===== config.mk =====
export PLATFORM = sky130hd
export DESIGN_NAME = telnet_stream_negotiator_unit
export DESIGN_NICKNAME = d
export VERILOG_FILES = /design/src/hw/rtl/tsn_pkg.sv /design/src/hw/rtl/tsn_core.sv /design/src/hw/rtl/telnet_stream_negotiator_unit.sv
export SDC_FILE = /design/constraint.sdc
export NUM_CORES = 1
export LEC_CHECK = 0
export BUFFER_PORTS_ARGS = -buffer_cell sky130_fd_sc_hd__buf_2
export CAP_MARGIN = 20
export CORE_MARGIN = 2
export CORE_UTILIZATION = 54
export DETAILED_ROUTE_END_ITERATION = 12
export PLACE_DENSITY_LB_ADDON = 0.12
export SLEW_MARGIN = 40
export SYNTH_ARGS = -nofsm -noshare
export SYNTH_HDL_FRONTEND = slang
export SYNTH_SLANG_ARGS = --single-unit

===== constraint.sdc =====
create_clock -name clk -period 5.5 [get_ports clk]
set_input_delay 1.1 -clock clk [delete_from_list [all_inputs] [get_ports clk]]
set_output_delay 1.1 -clock clk [all_outputs]
set_load 0.05 [all_outputs]

===== src/hw/rtl/tsn_pkg.sv =====
// shared constants, result type and reply decode for the telnet stream negotiator
`default_nettype none
package tsn_pkg;

  localparam logic [7:0] IAC  = 8'hFF;
  localparam logic [7:0] DONT = 8'hFE;
  localparam logic [7:0] DO   = 8'hFD;
  localparam logic [7:0] WONT = 8'hFC;
  localparam logic [7:0] WILL = 8'hFB;
  localparam logic [7:0] SB   = 8'hFA;
  localparam logic [7:0] GA   = 8'hF9;
  localparam logic [7:0] NOP  = 8'hF1;
  localparam logic [7:0] SE   = 8'hF0;

  localparam logic [7:0] OPT_BINARY = 8'd0;
  localparam logic [7:0] OPT_ECHO   = 8'd1;
  localparam logic [7:0] OPT_TTYPE  = 8'd24;
  localparam logic [7:0] OPT_NAWS   = 8'd31;

  localparam logic [1:0] KIND_DISPLAY = 2'd0;
  localparam logic [1:0] KIND_REPLY   = 2'd1;
  localparam logic [1:0] KIND_NAWS    = 2'd2;
  localparam logic [1:0] KIND_TTYPE   = 2'd3;

  localparam int TDATA_W = 32;

  typedef struct packed {
    logic       hit;
    logic [1:0] kind;
    logic [7:0] display;
    logic [7:0] verb;
    logic [7:0] option;
    logic       echo;
  } result_t;

  // reply for a completed command or subnegotiation
  function automatic result_t answer(input logic [7:0] verb, input logic [7:0] opt,
                                     input logic echo);
    result_t r;
    r = '0;
    r.echo = echo;
    case (verb)
      DO: begin
        r.hit = 1'b1;
        if (opt == OPT_NAWS) begin
          r.kind = KIND_NAWS;
        end else begin
          r.kind   = KIND_REPLY;
          r.option = opt;
          r.verb   = (opt == OPT_TTYPE || opt == OPT_BINARY) ? WILL : WONT;
        end
      end
      WILL: begin
        r.hit    = 1'b1;
        r.kind   = KIND_REPLY;
        r.verb   = DO;
        r.option = opt;
        if (opt == OPT_ECHO) r.echo = 1'b0;
      end
      WONT: begin
        r.hit    = 1'b1;
        r.kind   = KIND_REPLY;
        r.verb   = DONT;
        r.option = opt;
        if (opt == OPT_ECHO) r.echo = 1'b1;
      end
      DONT: begin
        r.hit    = 1'b1;
        r.kind   = KIND_REPLY;
        r.verb   = WONT;
        r.option = opt;
      end
      SB: begin
        if (opt == OPT_TTYPE) begin
          r.hit  = 1'b1;
          r.kind = KIND_TTYPE;
        end
      end
      default: begin
        r.hit = 1'b0;
      end
    endcase
    return r;
  endfunction

endpackage
`default_nettype wire


===== src/hw/rtl/tsn_core.sv =====
// parser state and per-byte decode of the telnet command stream
`default_nettype none
module tsn_core (
  input  wire logic            clk,
  input  wire logic            rst,
  input  wire logic            step,
  input  wire logic [7:0]      rx_byte,
  output tsn_pkg::result_t     res
);

  typedef enum logic [1:0] {
    PH_IDLE = 2'd0,
    PH_CMD  = 2'd1,
    PH_SUB  = 2'd2,
    PH_WAIT = 2'd3
  } phase_t;

  phase_t     phase, phase_next;
  logic [1:0] cnt, cnt_next;
  logic [7:0] held_verb, held_verb_next;
  logic [7:0] held_option, held_option_next;
  logic       local_echo, local_echo_next;

  always_comb begin
    phase_next       = phase;
    cnt_next         = cnt;
    held_verb_next   = held_verb;
    held_option_next = held_option;
    res              = '0;
    res.echo         = local_echo;
    case (phase)
      PH_IDLE: begin
        if (rx_byte == tsn_pkg::IAC) begin
          phase_next = PH_CMD;
          cnt_next   = 2'd1;
        end else begin
          res.hit     = 1'b1;
          res.kind    = tsn_pkg::KIND_DISPLAY;
          res.display = rx_byte;
        end
      end
      PH_CMD: begin
        if (cnt == 2'd1) begin
          held_verb_next = rx_byte;
          if (rx_byte == tsn_pkg::IAC) begin
            phase_next  = PH_IDLE;
            res.hit     = 1'b1;
            res.kind    = tsn_pkg::KIND_DISPLAY;
            res.display = tsn_pkg::IAC;
          end else if (rx_byte inside {[tsn_pkg::NOP:tsn_pkg::GA]}) begin
            phase_next = PH_IDLE;
          end else if (rx_byte == tsn_pkg::SB) begin
            phase_next = PH_SUB;
            cnt_next   = 2'd2;
          end else begin
            cnt_next = 2'd2;
          end
        end else begin
          // option byte completes the command
          held_option_next = rx_byte;
          cnt_next         = 2'd3;
          phase_next       = PH_IDLE;
          res              = tsn_pkg::answer(held_verb, rx_byte, local_echo);
        end
      end
      PH_SUB: begin
        if (cnt == 2'd2) held_option_next = rx_byte;
        if (cnt != 2'd3) cnt_next = cnt + 2'd1;
        if (rx_byte == tsn_pkg::IAC) phase_next = PH_WAIT;
      end
      PH_WAIT: begin
        if (rx_byte == tsn_pkg::SE) begin
          phase_next = PH_IDLE;
          res        = tsn_pkg::answer(held_verb, held_option, local_echo);
        end else begin
          // stray iac inside the body: drop it and keep going
          if (cnt != 2'd3) cnt_next = cnt + 2'd1;
          phase_next = PH_SUB;
        end
      end
      default: begin
        phase_next = PH_IDLE;
      end
    endcase
    local_echo_next = res.echo;
  end

  always_ff @(posedge clk) begin
    if (rst) begin
      phase       <= PH_IDLE;
      cnt         <= 2'd1;
      held_verb   <= '0;
      held_option <= '0;
      local_echo  <= 1'b1;
    end else if (step) begin
      phase       <= phase_next;
      cnt         <= cnt_next;
      held_verb   <= held_verb_next;
      held_option <= held_option_next;
      local_echo  <= local_echo_next;
    end
  end

endmodule
`default_nettype wire


===== src/hw/rtl/telnet_stream_negotiator_unit.sv =====
// telnet stream negotiator top level: byte intake, parser and result register
// a result word is registered and appears on m_tvalid in the cycle after its byte is taken
// throughput: one byte per cycle while no word is stalled; the parser state is registered on each byte taken
// a byte that yields no result leaves no word; s_tready drops only while a word is stalled
// reset: synchronous; parser idle, local echo set, no word pending
`default_nettype none
module telnet_stream_negotiator_unit (
  input  wire logic                          clk,
  input  wire logic                          rst,
  input  wire logic                          s_tvalid,
  output logic                               s_tready,
  input  wire logic [7:0]                    s_tdata,   // rx_byte
  output logic                               m_tvalid,
  input  wire logic                          m_tready,
  // display_byte, reply_verb, reply_option, echo_local, zero fill
  output logic [tsn_pkg::TDATA_W-1:0]        m_tdata,
  output logic [1:0]                         m_tuser    // result_kind
);

  tsn_pkg::result_t res;
  logic             accept;

  logic [1:0] out_kind;
  logic [7:0] out_display;
  logic [7:0] out_verb;
  logic [7:0] out_option;
  logic       out_echo;

  assign s_tready = !m_tvalid || m_tready;
  assign accept   = s_tvalid && s_tready;

  tsn_core u_core (
    .clk     (clk),
    .rst     (rst),
    .step    (accept),
    .rx_byte (s_tdata),
    .res     (res)
  );

  always_ff @(posedge clk) begin
    if (rst) begin
      m_tvalid <= 1'b0;
    end else if (s_tready) begin
      m_tvalid <= accept && res.hit;
    end
  end

  always_ff @(posedge clk) begin
    if (accept && res.hit) begin
      out_kind    <= res.kind;
      out_display <= res.display;
      out_verb    <= res.verb;
      out_option  <= res.option;
      out_echo    <= res.echo;
    end
  end

  assign m_tuser = out_kind;
  assign m_tdata = {7'd0, out_echo, out_option, out_verb, out_display};

  a_display_zero: assert property (@(posedge clk) disable iff (rst)
    m_tvalid && out_kind != tsn_pkg::KIND_DISPLAY |-> out_display == 8'd0)
    else $error("display byte set on a non-display word");

  a_reply_fields: assert property (@(posedge clk) disable iff (rst)
    m_tvalid && out_kind != tsn_pkg::KIND_REPLY |-> out_verb == 8'd0 && out_option == 8'd0)
    else $error("reply fields set on a non-reply word");

  a_reply_verb: assert property (@(posedge clk) disable iff (rst)
    m_tvalid && out_kind == tsn_pkg::KIND_REPLY |->
      out_verb == tsn_pkg::WILL || out_verb == tsn_pkg::WONT ||
      out_verb == tsn_pkg::DO || out_verb == tsn_pkg::DONT)
    else $error("reply word carries an invalid verb");

  a_echo_off: assert property (@(posedge clk) disable iff (rst)
    m_tvalid && out_kind == tsn_pkg::KIND_REPLY && out_verb == tsn_pkg::DO &&
      out_option == tsn_pkg::OPT_ECHO |-> out_echo == 1'b0)
    else $error("will echo did not clear local echo");

endmodule
`default_nettype wire


Yosys cells after proc, flatten, opt, wreduce, memory -nomap -nowiden

Index checks and enable logic that the tools add are counted.

Bits in registers: 49
Word-level logic and storage cells: 103

$add $sub $neg: 1
$lt $le $gt $ge: 2
Equal/unequal tests: 28
Muxes and demuxes: 44
Reduce and logical (&&, ||, !) cells: 17

Operator list:

| cell                                                                     | number |
|---|---|
| 16-bit case mux with 4 select lines                                      | 2 |
| 8-bit equality test (second input constant)                              | 8 |
| 17-bit case mux with 2 select lines                                      | 1 |
| 11-bit two-way mux                                                       | 3 |
| 11-bit case mux with 3 select lines                                      | 1 |
| 8-bit by 5-bit equality test with 1-bit output (second input constant)   | 4 |
| 16-bit two-way mux                                                       | 2 |
| 2-bit two-way mux                                                        | 14 |
| 28-bit two-way mux                                                       | 1 |
| 17-bit two-way mux                                                       | 1 |
| 8-bit by 1-bit equality test with 1-bit output (second input constant)   | 2 |
| 8-bit zero test                                                          | 2 |
| 8-bit two-way mux                                                        | 2 |
| 2-bit case mux with 4 select lines                                       | 2 |
| 8-bit case mux with 2 select lines                                       | 1 |
| 3-bit two-way mux                                                        | 4 |
| 2-bit case mux with 3 select lines                                       | 2 |
| 8-bit >= comparator (second input constant)                              | 1 |
| 8-bit less-or-equal comparator (second input constant)                   | 1 |
| 1-bit case mux with 2 select lines                                       | 4 |
| 4-bit AND reduction                                                      | 2 |
| 2-bit equality test (second input constant)                              | 3 |
| 2-bit by 1-bit inequality test with 1-bit output (second input constant) | 3 |
| 2-bit inequality test (second input constant)                            | 3 |
| 14 further kinds                                                         | 23 |

Depth between registers and ports, before layout

Depth after elaboration: 8
Mapped depth: 8
Gate-level depth less buffers: 7

Modules after synthesis

A second synthesis with hierarchy kept.

Cell total of the unflattened synthesis: 266
Area, all modules: 2572.5 µm²

Modules (own cells, without submodules):

| module                        | times used | cells each | area each (µm²) |
|---|---|---|---|
| tsn_core                      | 1          | 224        | 1630.3 |
| telnet_stream_negotiator_unit | 1          | 42         | 942.2 |

Worst setup path after synthesis

No wires, ideal clock.

Path kind: input-to-reg
Start: in s_tdata[5]
End: reg out_kind[0] (netlist: m_tuser[0]), enable pin
Library setup time: 0.402 ns
Data arrival time: 3.248 ns
Slack: 1.851 ns
Cell stages on the path: 5
Path through: or3_4 or4_4 nor3_2 nor2_2 a211oi_2

Longest elaborated chain between the ends: 6

RTL lines:

| element                                        | line                                | RTL |
|---|---|---|
| start, declared                                | telnet_stream_negotiator_unit.sv:12 | `input wire logic [7:0] s_tdata,` |
| 8-bit by 5-bit equality test with 1-bit output | tsn_pkg.sv:74                       | `if (opt == OPT_TTYPE) begin` |
| 3-bit two-way mux                              | tsn_pkg.sv:74                       |  |
| 1-bit case mux with 2 select lines             | tsn_pkg.sv:42                       | `case (verb)` |
| 11-bit two-way mux                             | tsn_core.sv:43                      | `if (cnt == 2'd1) begin` |
| 11-bit case mux with 3 select lines *          | tsn_core.sv:31                      | `case (phase)` |
| 1-bit logical AND *                            | telnet_stream_negotiator_unit.sv:49 | `if (accept && res.hit) begin` |
| end signal, assigned                           | telnet_stream_negotiator_unit.sv:50 | `out_kind <= res.kind;` |
| end, declared                                  | telnet_stream_negotiator_unit.sv:23 | `logic [1:0] out_kind;` |

Mark *: on every way between the ends. The rest lies on a longest branch, timed or not.
A chain may end at the register's enable or synchronous reset.

Worst setup path after layout

Start: in s_tdata[5]
End: reg out_option[2], enable pin

Longest elaborated chain between the ends: 6

RTL lines:

| element                                        | line                                | RTL |
|---|---|---|
| 8-bit by 5-bit equality test with 1-bit output | tsn_pkg.sv:74                       |  |
| 3-bit two-way mux                              | tsn_pkg.sv:74                       |  |
| 1-bit case mux with 2 select lines             | tsn_pkg.sv:42                       |  |
| 11-bit two-way mux                             | tsn_core.sv:43                      |  |
| 11-bit case mux with 3 select lines *          | tsn_core.sv:31                      |  |
| 1-bit logical AND *                            | telnet_stream_negotiator_unit.sv:49 |  |
| end signal, assigned                           | telnet_stream_negotiator_unit.sv:53 | `out_option <= res.option;` |
| end, declared                                  | telnet_stream_negotiator_unit.sv:26 | `logic [7:0] out_option;` |

Marked as above.

==> metrics.md <==
| Metric | Value |
|---|---|
| Status | completed |
| Pwr per Cell Area | 228 nW/um^2 |
| Tcrit/Tclk final | 59.5% |
| Simple-Gate Fraction of Synth Area | 24.2% |
| Max FO, Critical Path | 13 |
| Synth Warn # | 0 |
| CTS tree | done |
| Cell area after synthesis | 2670 sq um |
| Max Cap Viol | 0 |
| Synth unique cells | 62 |
| Worst ir drop on vdd | 0.000119 V |
| Share of cells above drive strength 1 | 21.1% |
| Die Wd | 74.3 um |
| Reg area | 1130 sq um |
| Adder and majority cell fraction of the synthesized area | 3.29% |
| Number of enable flip-flop cells after synthesis | 23 |
| Clk Latency, worst-skew pair | 290 ps |
| #FFs+latches synth | 45 |
| Clock sink total | 45 |
| Largest net degree at the start of global routing | 26 |
| Final Max Slew Viols | 0 |
| H-tree depth | 2 |
| Min-Delay Path Class | register to register |
| Main flop type after synthesis | edfxtp_1 |
| Fmax | 306 MHz |
| First-pass GRT wire length | 9490 um |
| Hold buffers post-CTS | 0 |
| Avg WL per Cell | 15.9 um |
| Async set-reset flop share out of synthesis | 0% |
| Most frequent cell after synthesis | nor2_1 |
| RSZ-0062 raised after global routing | false |
| Combinational family with the most area after synthesis | simple AND/OR/NAND/NOR gates |
| Drc violations | 0 |
| WP data arrival | 3270 ps |
| Post-synth top area share | 25.9% |
| Final setup fails | 0 |
| Compound-Gate Fraction of Synth Area | 13.0% |
| Setup crit end kind | register |
| Worst path required time | 5500 ps |
| Number of I/O pins | 48 |
| Crit path time final | 3270 ps |
| Core Region | 4750 sq um |
| Max-Slew Margin vs Limit | 49.0% |
| Kind of critical path | input port to register |
| Vias in the first global route | 1,852 |
| Buffers on Ports | 40 |
| 1st-pass router iterations | 5 |
| Layout Nets | 326 |
| FF-to-FF setup slack | 2740 ps |
| Tightest Pin Transition | 759 ps |
| ANT cells | 0 |
| Reg2reg end | out_option[2] |
| GRT Total Usage | 23.0% |
| Via count | 2,149 |
| P&R area growth vs syn | 7.61% |
| Setup crit end | out_option[2] |
| Post-DP HPWL | 4500 um |
| Routability cong. | 0.976 |
| Layout fillers | 437 |
| CTS Root Cell | clkbuf_8 |
| Post-route antenna net violation count | 0 |
| Post-CTS Setup Repair Bufs | 0 |
| R2r startpoint | u_core.phase[1] |
| CTS Buf Count | 5 |
| GRT overflow | 0 |
| Resized Gates After CTS | 0 |
| Multi-input gate area | 1330 sq um |
| Post-Synth XOR/XNOR Area | 0.657% |
| Routed WL | 5980 um |
| Pleak | 1.14 nW |
| Sequential area share after synthesis | 42.4% |
| Drt first-iter violations | 203 |
| Mux contribution to synthesized area | 7.23% |
| Clock slew at reported path FFs | 80 ps |
| Beginning of the critical path | s_tdata[5] |
| Crit path launch type | input port |
| Syn Area/Cell | 9.62 sq um |
| Row count | 25 |
| Height of the die | 74.3 um |
| Cell depth of the worst flop-to-flop path | 7 |
| TNS Setup | 0 ps |
| Largest cells by area after synthesis | edfxtp_1 26%, dfxtp_1 17%, mux2i_1 6.4% |
| Hold Slack | 563 ps |
| Yosys top cell by area | edfxtp_1 |
| CTS Buffer Depth | 2 |
| Hold Fails Final Rpt | 0 |
| Drt via density | 5.73 |
| Post-synth top cells | 30 x nor2_1, 23 x edfxtp_1, 22 x dfxtp_1, 21 x nand2_1 |
| Cells after synthesis | 277 |
| Clk_skew | 5.97 ps |
| Initial antenna violation count | 0 |
| Initial Util | 56.1% |
| Die area | 5510 sq um |
[worst min-delay path by stage]
stage	startpoint	to	cells past startpoint
2_1_floorplan	u_core.held_verb[6]	u_core.held_verb[6]	2
6_report	u_core.held_verb[6]	u_core.held_verb[6]	2
3_5_place_dp	u_core.held_verb[6]	u_core.held_verb[6]	2
5_1_grt	u_core.held_verb[6]	u_core.held_verb[6]	2
3_3_place_gp	u_core.held_verb[6]	u_core.held_verb[6]	2
4_1_cts	u_core.held_verb[6]	u_core.held_verb[6]	2
[routing by layer]
metal | up-vias | track usage, % | share of wire, %
met1 | 991 | 33.9 | 48
li1 | 1056 | - | -
met2 | 91 | 33.9 | 44
met4 | 0 | 7.54 | 1.6
met5 | - | 0 | 0
met3 | 11 | 4.61 | 6.5
[worst max-delay path: stages]
cell      delay, ps
buf_2           150
or3_4           410
or4_4           440
nor3_2          220
nor2_2           80
a211oi_4        540
buf_4           310
[registers in the layout, summed over array words and instances (netlist names)]
| name | cells |
|---|---|
| out_option | 8 |
| out_verb | 4 |
| u_core.local_echo | 1 |
| u_core.cnt | 2 |
| m_tvalid | 1 |
| u_core.held_option | 8 |
| m_tuser | 2 |
| out_echo | 1 |
| u_core.held_verb | 8 |
| u_core.phase | 2 |
| out_display | 8 |
[report_power, final]
group          leakage (nW)  total [mW]  internal [mW]  switching [mW]
combinational         0.692      0.0991         0.0193          0.0798
clock                0.0430       0.190         0.0855           0.104
sequential            0.406       0.365          0.363         0.00230
[cells by family after synthesis]
| group | count (synthesis) |
|---|---|
| DFF | 45 |
| AOI/OAI and AO/OA | 53 |
| buffers and inverters | 33 |
| xor gates and xnor gates | 2 |
| and+or+nand+nor | 117 |
| other | 1 |
| adders and majority gates | 7 |
| muxes | 19 |
[layout by cell type, fill, tap and decap left out, drive strengths merged, types with 2 or more instances in the layout]
master   instances
buf             41
nor2            31
edfxtp          23
dfxtp           22
nand2           21
o21ai           18
mux2i           17
a21oi           13
and3            12
nor3            11
inv              9
ha               7
conb             7
and2             6
nand4            5
nand3            5
clkbuf           5
nor4             5
or3              4
a22o             3
and4b            3
a211oi           3
clkinv           3
o31ai            2
nor2b            2
nand2b           2
mux2             2
xor2             2
o2111ai          2
nand4b           2
[per-stage QoR]
stage                     util, %  instance area, sq um  std cells  worst slack [ps]  power [mW]
final                        60.3                  2870        375              2230       0.654
after detailed placement     58.6                  2790        367              1910       0.472
after global routing         60.3                  2870        375              2080       0.675
after global placement       58.3                  2770        366              1790       0.470
after floorplan                 -                  2690        283              1850       0.458
after CTS                    60.3                  2870        375              2220       0.659
[area by class of cell]
class	instances	area share, %
Clock buffer	5	2.40
Clock inverter	3	0.436
Inverter	9	1.18
Multi-Input combinational cell	205	46.4
Sequential cell	45	39.4
Tap cell	67	2.92
Timing Repair Buffer	41	7.24
No activity file was read; power rests on OpenSTA's default activity.
